$ cat config.mk
export PLATFORM = sky130hd
export DESIGN_NAME = websocket_frame_decoder_top
export DESIGN_NICKNAME = d
export VERILOG_FILES = /design/src/sv/wsfd_pkg.sv /design/src/sv/wsfd_front.sv /design/src/sv/wsfd_queue.sv /design/src/sv/wsfd_back.sv /design/src/sv/websocket_frame_decoder_top.sv
export SDC_FILE = /design/constraint.sdc
export NUM_CORES = 1
export LEC_CHECK = 0
export ABC_AREA = 1
export BUFFER_PORTS_ARGS = -buffer_cell sky130_fd_sc_hd__buf_4
export CAP_MARGIN = 20
export CELL_PAD_IN_SITES_DETAIL_PLACEMENT = 0
export CELL_PAD_IN_SITES_GLOBAL_PLACEMENT = 2
export CORE_MARGIN = 2
export CORE_UTILIZATION = 41
export CTS_BUF_LIST = sky130_fd_sc_hd__clkbuf_16
export CTS_CLUSTER_DIAMETER = 60
export CTS_CLUSTER_SIZE = 25
export DETAILED_ROUTE_END_ITERATION = 8
export PLACE_DENSITY = 0.82
export SLEW_MARGIN = 20
export SYNTH_ARGS = -nofsm -noshare
export SYNTH_HDL_FRONTEND = slang
export SYNTH_SLANG_ARGS = --single-unit
$ cat constraint.sdc
create_clock -name clk -period 12.1 [get_ports clk]
set_input_delay 0 -clock clk [delete_from_list [all_inputs] [get_ports clk]]
set_output_delay 0 -clock clk [all_outputs]
set_load 0.02 [all_outputs]
$ cat src/sv/wsfd_pkg.sv
// Shared types and constants for the WebSocket frame decoder.
// No dependencies; imported by every module of the block.
package wsfd_pkg;

    localparam int OUT_LEN_W   = 63;
    localparam int QUEUE_DEPTH = 4;
    localparam int QPTR_W      = $clog2(QUEUE_DEPTH);

    localparam logic [2:0] KIND_PAYLOAD   = 3'd0;
    localparam logic [2:0] KIND_EMPTY     = 3'd1;
    localparam logic [2:0] KIND_BAD_OP    = 3'd2;
    localparam logic [2:0] KIND_MASKED    = 3'd3;
    localparam logic [2:0] KIND_TOO_LARGE = 3'd4;

    localparam logic [3:0] OP_CONT   = 4'h0;
    localparam logic [3:0] OP_TEXT   = 4'h1;
    localparam logic [3:0] OP_BINARY = 4'h2;
    localparam logic [3:0] OP_CLOSE  = 4'h8;
    localparam logic [3:0] OP_PING   = 4'h9;
    localparam logic [3:0] OP_PONG   = 4'hA;

    localparam logic [2:0] FT_CONT   = 3'd0;
    localparam logic [2:0] FT_TEXT   = 3'd1;
    localparam logic [2:0] FT_BINARY = 3'd2;
    localparam logic [2:0] FT_CLOSE  = 3'd3;
    localparam logic [2:0] FT_PING   = 3'd4;
    localparam logic [2:0] FT_PONG   = 3'd5;

    localparam logic [7:0] LEN_CODE_16 = 8'd126;
    localparam logic [7:0] LEN_CODE_64 = 8'd127;

    localparam logic [3:0] HEAD_SIZE_2  = 4'd2;
    localparam logic [3:0] HEAD_SIZE_4  = 4'd4;
    localparam logic [3:0] HEAD_SIZE_10 = 4'd10;

    typedef struct packed {
        logic [2:0]           kind;
        logic [7:0]           data_byte;
        logic [2:0]           frame_type;
        logic                 continued;
        logic [OUT_LEN_W-1:0] byte_offset;
        logic [OUT_LEN_W-1:0] frame_length;
        logic                 last_of_frame;
    } res_t;

endpackage

$ cat src/sv/wsfd_front.sv
// Front end: frame head parser and payload byte classifier.
// Depends on wsfd_pkg; emits one optional request per accepted byte.
module wsfd_front #(
    parameter int LENGTH_BITS = 64
) (
    input  logic           clk,
    input  logic           rst_n,
    input  logic           accept,
    input  logic [7:0]     in_byte,
    output logic           push,
    output wsfd_pkg::res_t res
);
    import wsfd_pkg::*;

    localparam int LW = LENGTH_BITS - 1;

    logic          in_payload_reg, in_payload_next;
    logic [3:0]    head_count_reg, head_count_next;
    logic [3:0]    head_size_reg, head_size_next;
    logic [2:0]    type_reg, type_next;
    logic          cont_reg, cont_next;
    logic [LW-1:0] len_reg, len_next;
    logic          ovf_reg, ovf_next;
    logic [LW-1:0] off_reg, off_next;

    logic [LW+7:0] shifted;
    logic [LW-1:0] off_inc;
    logic [3:0]    count_inc;
    logic [2:0]    type_dec;
    logic          op_known;
    logic          do_err;
    logic [2:0]    err_kind;
    logic          do_done;
    logic [LW-1:0] dn_len;
    logic          dn_ovf;
    logic          do_clear;

    always_comb
    begin
        op_known = 1'b1;
        type_dec = FT_CONT;
        case (in_byte[3:0])
            OP_CONT:   type_dec = FT_CONT;
            OP_TEXT:   type_dec = FT_TEXT;
            OP_BINARY: type_dec = FT_BINARY;
            OP_CLOSE:  type_dec = FT_CLOSE;
            OP_PING:   type_dec = FT_PING;
            OP_PONG:   type_dec = FT_PONG;
            default:   op_known = 1'b0;
        endcase
    end

    always_comb
    begin
        in_payload_next = in_payload_reg;
        head_count_next = head_count_reg;
        head_size_next  = head_size_reg;
        type_next       = type_reg;
        cont_next       = cont_reg;
        len_next        = len_reg;
        ovf_next        = ovf_reg;
        off_next        = off_reg;
        push            = 1'b0;
        res             = '0;
        do_err          = 1'b0;
        err_kind        = KIND_BAD_OP;
        do_done         = 1'b0;
        dn_len          = len_reg;
        dn_ovf          = ovf_reg;
        do_clear        = 1'b0;

        shifted   = {len_reg, in_byte};
        off_inc   = off_reg + LW'(1);
        count_inc = head_count_reg + 4'd1;

        if (accept)
        begin
            if (in_payload_reg)
            begin
                push               = 1'b1;
                res.kind           = KIND_PAYLOAD;
                res.data_byte      = in_byte;
                res.frame_type     = type_reg;
                res.continued      = cont_reg;
                res.byte_offset    = OUT_LEN_W'(off_reg);
                res.frame_length   = OUT_LEN_W'(len_reg);
                res.last_of_frame  = (off_inc == len_reg);
                if (off_inc == len_reg)
                    do_clear = 1'b1;
                else
                    off_next = off_inc;
            end
            else if (head_count_reg == 4'd0)
            begin
                if (!op_known)
                begin
                    do_err   = 1'b1;
                    err_kind = KIND_BAD_OP;
                end
                else
                begin
                    type_next       = type_dec;
                    cont_next       = (in_byte[3:0] == OP_CONT) && !in_byte[7];
                    len_next        = '0;
                    ovf_next        = 1'b0;
                    off_next        = '0;
                    head_count_next = 4'd1;
                end
            end
            else if (head_count_reg == 4'd1)
            begin
                if (in_byte[7])
                begin
                    do_err   = 1'b1;
                    err_kind = KIND_MASKED;
                end
                else
                begin
                    head_count_next = 4'd2;
                    len_next        = '0;
                    ovf_next        = 1'b0;
                    if (in_byte == LEN_CODE_16)
                        head_size_next = HEAD_SIZE_4;
                    else if (in_byte == LEN_CODE_64)
                        head_size_next = HEAD_SIZE_10;
                    else
                    begin
                        head_size_next = HEAD_SIZE_2;
                        len_next       = LW'(in_byte);
                        do_done        = 1'b1;
                        dn_len         = LW'(in_byte);
                        dn_ovf         = 1'b0;
                    end
                end
            end
            else
            begin
                len_next        = shifted[LW-1:0];
                ovf_next        = ovf_reg | (|shifted[LW+7:LW]);
                head_count_next = count_inc;
                if (count_inc >= head_size_reg)
                begin
                    do_done = 1'b1;
                    dn_len  = shifted[LW-1:0];
                    dn_ovf  = ovf_reg | (|shifted[LW+7:LW]);
                end
            end

            if (do_done)
            begin
                if (dn_ovf)
                begin
                    do_err   = 1'b1;
                    err_kind = KIND_TOO_LARGE;
                end
                else if (dn_len == '0)
                begin
                    push              = 1'b1;
                    res.kind          = KIND_EMPTY;
                    res.frame_type    = type_reg;
                    res.continued     = cont_reg;
                    res.last_of_frame = 1'b1;
                    do_clear          = 1'b1;
                end
                else
                begin
                    in_payload_next = 1'b1;
                    off_next        = '0;
                end
            end

            if (do_err)
            begin
                push     = 1'b1;
                res      = '0;
                res.kind = err_kind;
                do_clear = 1'b1;
            end

            if (do_clear)
            begin
                in_payload_next = 1'b0;
                head_count_next = 4'd0;
                head_size_next  = 4'd0;
                type_next       = FT_CONT;
                cont_next       = 1'b0;
                len_next        = '0;
                ovf_next        = 1'b0;
                off_next        = '0;
            end
        end
    end

    always_ff @(posedge clk or negedge rst_n)
    begin
        if (!rst_n)
        begin
            in_payload_reg <= 1'b0;
            head_count_reg <= 4'd0;
            head_size_reg  <= 4'd0;
            type_reg       <= FT_CONT;
            cont_reg       <= 1'b0;
            len_reg        <= '0;
            ovf_reg        <= 1'b0;
            off_reg        <= '0;
        end
        else
        begin
            in_payload_reg <= in_payload_next;
            head_count_reg <= head_count_next;
            head_size_reg  <= head_size_next;
            type_reg       <= type_next;
            cont_reg       <= cont_next;
            len_reg        <= len_next;
            ovf_reg        <= ovf_next;
            off_reg        <= off_next;
        end
    end

endmodule

$ cat src/sv/wsfd_queue.sv
// Short request queue between the front end and the output stage.
// Depends on wsfd_pkg for the request type and depth.
module wsfd_queue (
    input  logic           clk,
    input  logic           rst_n,
    input  logic           push,
    input  wsfd_pkg::res_t din,
    input  logic           pop,
    output wsfd_pkg::res_t dout,
    output logic           full,
    output logic           empty
);
    import wsfd_pkg::*;

    res_t              mem_reg [QUEUE_DEPTH];
    logic [QPTR_W-1:0] wr_ptr_reg, wr_ptr_next;
    logic [QPTR_W-1:0] rd_ptr_reg, rd_ptr_next;
    logic [QPTR_W:0]   count_reg, count_next;
    logic              do_push;
    logic              do_pop;

    assign full    = (count_reg == (QPTR_W + 1)'(QUEUE_DEPTH));
    assign empty   = (count_reg == '0);
    assign dout    = mem_reg[rd_ptr_reg];
    assign do_push = push && !full;
    assign do_pop  = pop && !empty;

    always_comb
    begin
        wr_ptr_next = do_push ? wr_ptr_reg + QPTR_W'(1) : wr_ptr_reg;
        rd_ptr_next = do_pop ? rd_ptr_reg + QPTR_W'(1) : rd_ptr_reg;
        count_next  = count_reg;
        if (do_push && !do_pop)
            count_next = count_reg + (QPTR_W + 1)'(1);
        else if (do_pop && !do_push)
            count_next = count_reg - (QPTR_W + 1)'(1);
    end

    always_ff @(posedge clk)
    begin
        if (do_push)
            mem_reg[wr_ptr_reg] <= din;
    end

    always_ff @(posedge clk or negedge rst_n)
    begin
        if (!rst_n)
        begin
            wr_ptr_reg <= '0;
            rd_ptr_reg <= '0;
            count_reg  <= '0;
        end
        else
        begin
            wr_ptr_reg <= wr_ptr_next;
            rd_ptr_reg <= rd_ptr_next;
            count_reg  <= count_next;
        end
    end

endmodule

$ cat src/sv/wsfd_back.sv
// Back end: output register stage that drains the request queue.
// Depends on wsfd_pkg for the request type.
module wsfd_back (
    input  logic           clk,
    input  logic           rst_n,
    input  logic           q_empty,
    input  wsfd_pkg::res_t q_data,
    output logic           pop,
    output logic           res_valid,
    input  logic           res_stall,
    output wsfd_pkg::res_t res
);
    import wsfd_pkg::*;

    logic valid_reg, valid_next;
    res_t res_reg;

    assign pop       = !q_empty && (!valid_reg || !res_stall);
    assign valid_next = pop ? 1'b1 : (valid_reg && res_stall);
    assign res_valid = valid_reg;
    assign res       = res_reg;

    always_ff @(posedge clk or negedge rst_n)
    begin
        if (!rst_n)
            valid_reg <= 1'b0;
        else
            valid_reg <= valid_next;
    end

    always_ff @(posedge clk)
    begin
        if (pop)
            res_reg <= q_data;
    end

endmodule

$ cat src/sv/websocket_frame_decoder_top.sv
// WebSocket frame decoder: takes one stream byte per cycle while byte_stall is
// low, parses the 2, 4 or 10 byte frame head and emits one request per payload
// byte, one per empty frame and one per error (unknown opcode, masked frame,
// length too large). The front end handles each byte as it is accepted, so
// bytes are taken back to back; head bytes produce a request only for an empty
// frame or an error. Requests pass through a four-entry queue and a registered
// output stage, where res_stall holds a result until it is taken. byte_stall
// rises only when the queue is full. LENGTH_BITS sets the supported frame
// length: lengths that need LENGTH_BITS bits or more are reported as too large.
// Depends on wsfd_pkg, wsfd_front, wsfd_queue and wsfd_back.
module websocket_frame_decoder_top #(
    parameter int LENGTH_BITS = 64
) (
    input  logic        clk,
    input  logic        rst_n,
    input  logic        byte_valid,
    output logic        byte_stall,
    input  logic [7:0]  in_byte,
    output logic        res_valid,
    input  logic        res_stall,
    output logic [2:0]  kind,
    output logic [7:0]  data_byte,
    output logic [2:0]  frame_type,
    output logic        continued,
    output logic [62:0] byte_offset,
    output logic [62:0] frame_length,
    output logic        last_of_frame
);
    import wsfd_pkg::*;

    logic accept;
    logic push;
    res_t front_res;
    res_t q_data;
    logic q_full;
    logic q_empty;
    logic pop;
    res_t out_res;

    assign byte_stall = q_full;
    assign accept     = byte_valid && !q_full;

    wsfd_front #(
        .LENGTH_BITS(LENGTH_BITS)
    ) u_front (
        .clk     (clk),
        .rst_n   (rst_n),
        .accept  (accept),
        .in_byte (in_byte),
        .push    (push),
        .res     (front_res)
    );

    wsfd_queue u_queue (
        .clk   (clk),
        .rst_n (rst_n),
        .push  (push),
        .din   (front_res),
        .pop   (pop),
        .dout  (q_data),
        .full  (q_full),
        .empty (q_empty)
    );

    wsfd_back u_back (
        .clk       (clk),
        .rst_n     (rst_n),
        .q_empty   (q_empty),
        .q_data    (q_data),
        .pop       (pop),
        .res_valid (res_valid),
        .res_stall (res_stall),
        .res       (out_res)
    );

    assign kind          = out_res.kind;
    assign data_byte     = out_res.data_byte;
    assign frame_type    = out_res.frame_type;
    assign continued     = out_res.continued;
    assign byte_offset   = out_res.byte_offset;
    assign frame_length  = out_res.frame_length;
    assign last_of_frame = out_res.last_of_frame;

    a_empty_frame: assert property (@(posedge clk) disable iff (!rst_n)
        res_valid && kind == KIND_EMPTY |-> last_of_frame && frame_length == '0)
        else $error("empty frame request malformed");

    a_offset_range: assert property (@(posedge clk) disable iff (!rst_n)
        res_valid && kind == KIND_PAYLOAD |-> byte_offset < frame_length)
        else $error("payload offset beyond frame length");

    a_last_byte: assert property (@(posedge clk) disable iff (!rst_n)
        res_valid && kind == KIND_PAYLOAD && last_of_frame
        |-> byte_offset + 63'd1 == frame_length)
        else $error("last mark on a non-final payload byte");

    a_no_push_when_full: assert property (@(posedge clk) disable iff (!rst_n)
        q_full |-> !push)
        else $error("request pushed into full queue");

endmodule
==> results.cfg <==
[critical_path]
r2r_end = u_queue.mem_reg[0][105]
required_ns = 12.36
r2r_slack_ns = 6.90
critPathMaxFanout = 56
slowest_delay_ns = 0.72
cp-end-kind = flop
reg2reg_from = u_front.head_count_reg[0]
critPathLaunch = u_front.head_count_reg[0]
r2r_cells = 23
crit_path_start_kind = flop
crit_end = u_queue.mem_reg[0][105]
worst-setup-path-type = flop to flop
critical_path.slowest_cell = buf_4
crit_chain = inv_1 -> ha_1 -> inv_1 -> ha_1 -> nand2_1 -> nand2_1 -> nand3_1 -> nand2_1 -> inv_1 -> nand2_1 -> nand3_1 -> inv_1 -> nand3_1 -> o21ai_0 -> inv_1 -> nor2_1 -> nand3_2 -> nand2_1 -> o21ai_1 -> buf_4 -> nor2_4 -> buf_4 -> buf_4
cp.arrival_ns = 5.45

[cells_and_area]
syn2layout_area_growth_pct = 13.4
fin_util_pct = 47.0
multi_input_area_um2 = 10800
stdcell_count = 4926
mostFrequentLayoutCells = edfxtp_1 (710), nor2_1 (662), nand2_1 (658)
layout_commonest_cell = edfxtp_1
fin_nets = 3719
fill_cells = 8346
drive_gt1_share_pct = 10.1
largest_reg_flops = 568
final-seq-area_um2 = 25000

[logic_synthesis]
ys_seq_elements = 857
synth_cells = 3584
yosys_warnings = 0
syn_nets = 3609
ys_types = 43
syn_area_um2 = 37300
syn_area_per_cell_um2 = 10.4
synth-seq-area-share_pct = 67.0

[detailed_routing]
wl_mm = 112
vias = 26700
dr.pass1.iters = 6
dr.first_iter.drc_count = 2466
via_per_inst = 5.42
ant_nets = 0
routedWlPerCell_um = 22.6
drc_errors = 0

[clock_tree]
clock_sinks = 857
cts.clk_slew.worst_paths_ns = 0.08
htree_levels = 3
tritoncts = done
clk_latency_ns = 0.65
root_buffer = clkbuf_16
post-cts-setup-buffers = 0
cts_buffer_depth = 3
numCtsBuffers = 69

[timing]
slew_violations = 0
fmax_ghz = 0.192
setup_tns_ns = 0
hold_viol_final = 0
fin_skew_ns = 0.0329
slew_headroom_pct = 32.4
period_needed_ns = 5.20
tightest_slew_ns = 1.01
finalSetupViolCount = 0
setup_ws_ns = 6.90
timing.final.crit_share_pct = 43.0
rsz0062_at_grt = false

[flow_run]
cap_violations = 0

[grt]
grt_pass1_wl_mm = 168
track_usage_pct = 23.8
antenna_found_initial = 1
grt_overflow = 0
grt_start_max_net_pins = 103
grt_pass1_vias = 25700

[outcome]
status = finished, final reports clean

[floorplan]
num_rows = 110
die_h_um = 306
start_util_pct = 41.4
ios = 156
die_w_um = 306
core_um2 = 90100
fp.dieArea_um2 = 93500

[pwr]
p_leak_nw = 15.5
ir_drop_uv = 123
power.density_nw_per_um2 = 253

[placement]
dp_slack_ns = 6.93
port_buffers = 155
hpwl_mm = 72.9
dp_cells = 4783
place_congestion = 0.930

[worst_hold_path]
min_path_type = input pin to asynchronous set/reset pin
## metal layers
metal	up-vias	share of wire [%]	wire length (um)	track usage, %
li1	12600	-	-	-
met1	13200	44	49200	33.4
met2	770	48	53700	39.1
met3	132	5.4	6070	2.89
met4	0	2.3	2570	6.47
met5	-	0	0	0
## cell families (layout without fill, tap and decap cells)
kind of cell             Yosys count  in the layout  share of synthesized area [%]
AO/OA/AOI/OAI                    645            645                           9.37
adder cells (fa/ha/maj)           13             13                          0.456
AND/OR/NAND/NOR                 1655           1655                           18.4
multiplexers                       1              1                         0.0302
flip-flops                       857            857                           67.0
XOR/XNOR                          16             16                          0.486
other                              0              1                              0
buffers and inverters            397            562                           4.27
## worst min-delay path by stage
stage,from,slack (ns),endpoint
global route,rst_n,0.08,u_queue.rd_ptr_reg[1]
floorplan,rst_n,-0.30,u_back.res_valid
global placement,rst_n,0.16,u_queue.rd_ptr_reg[1]
finish,rst_n,0.007,u_queue.rd_ptr_reg[1]
CTS,rst_n,0.06,u_queue.rd_ptr_reg[1]
detailed placement,rst_n,0.17,u_back.res_valid
## power breakdown
part	internal [mW]	switching, mW	leakage [nW]
registers	4.12	0.366	8.67
clock network	1.28	1.25	1.26
logic	1.07	2.63	5.56
total	6.47	4.25	15.5
## through the flow
stage	hold slack, ns	total power, mW	instance area (um2)
3_5_place_dp	0.171	8.29	39600
5_1_grt	0.0811	11.3	42300
4_1_cts	0.0552	10.8	42300
3_3_place_gp	0.159	8.28	39600
6_report	0.00719	10.7	42300
2_1_floorplan	-0.296	6.87	37300
## worst max-delay path, delay by kind of cell, from the launching register on
kind	cells	cell delay (ns)
AOI/OAI and AO/OA	2	0.20
adders and majority gates	2	0.57
buffers and inverters	8	1.77
DFF	1	0.42
and+or+nand+nor	11	1.73
## timing repair
item,CTS,global route
setup endpoints to repair,0,0
hold endpoints to repair,139,0
hold buffers,16,0
gates resized for setup,0,0
## synthesized netlist by cell type, drive strengths merged
library cell	number	share of area [%]
o31ai	1	0.020
dfrtp	147	9.9
xnor2	3	0.070
o21ai	449	6.0
clkbuf	131	1.3
nand3b	14	0.28
inv	229	2.3
xnor3	3	0.18
nand4	30	0.54
o22ai	146	2.4
nand2	675	6.9
nor2	691	7.3
or2	1	0.017
a21oi	18	0.24
o2111ai	2	0.047
nor3	14	0.19
ha	12	0.40
o211ai	27	0.54
o21bai	1	0.020
nor3b	3	0.060
nand3	217	3.0
buf	37	0.65
xor2	10	0.23
mux2	1	0.030
and2	1	0.017
fa	1	0.054
edfxtp	710	57
a2bb2oi	1	0.023
nor4	9	0.15
## layout make-up
type,count,share of cell area [%]
Antenna cell,1,0.00591
Timing Repair Buffer,207,3.77
Clock buffer,72,4.26
Clock inverter,54,1.88
Sequential cell,857,59.1
Multi-Input combinational cell,2330,25.5
Tap cell,1176,3.48
Inverter,229,2.07
No activity file was read; power rests on OpenSTA's default activity.
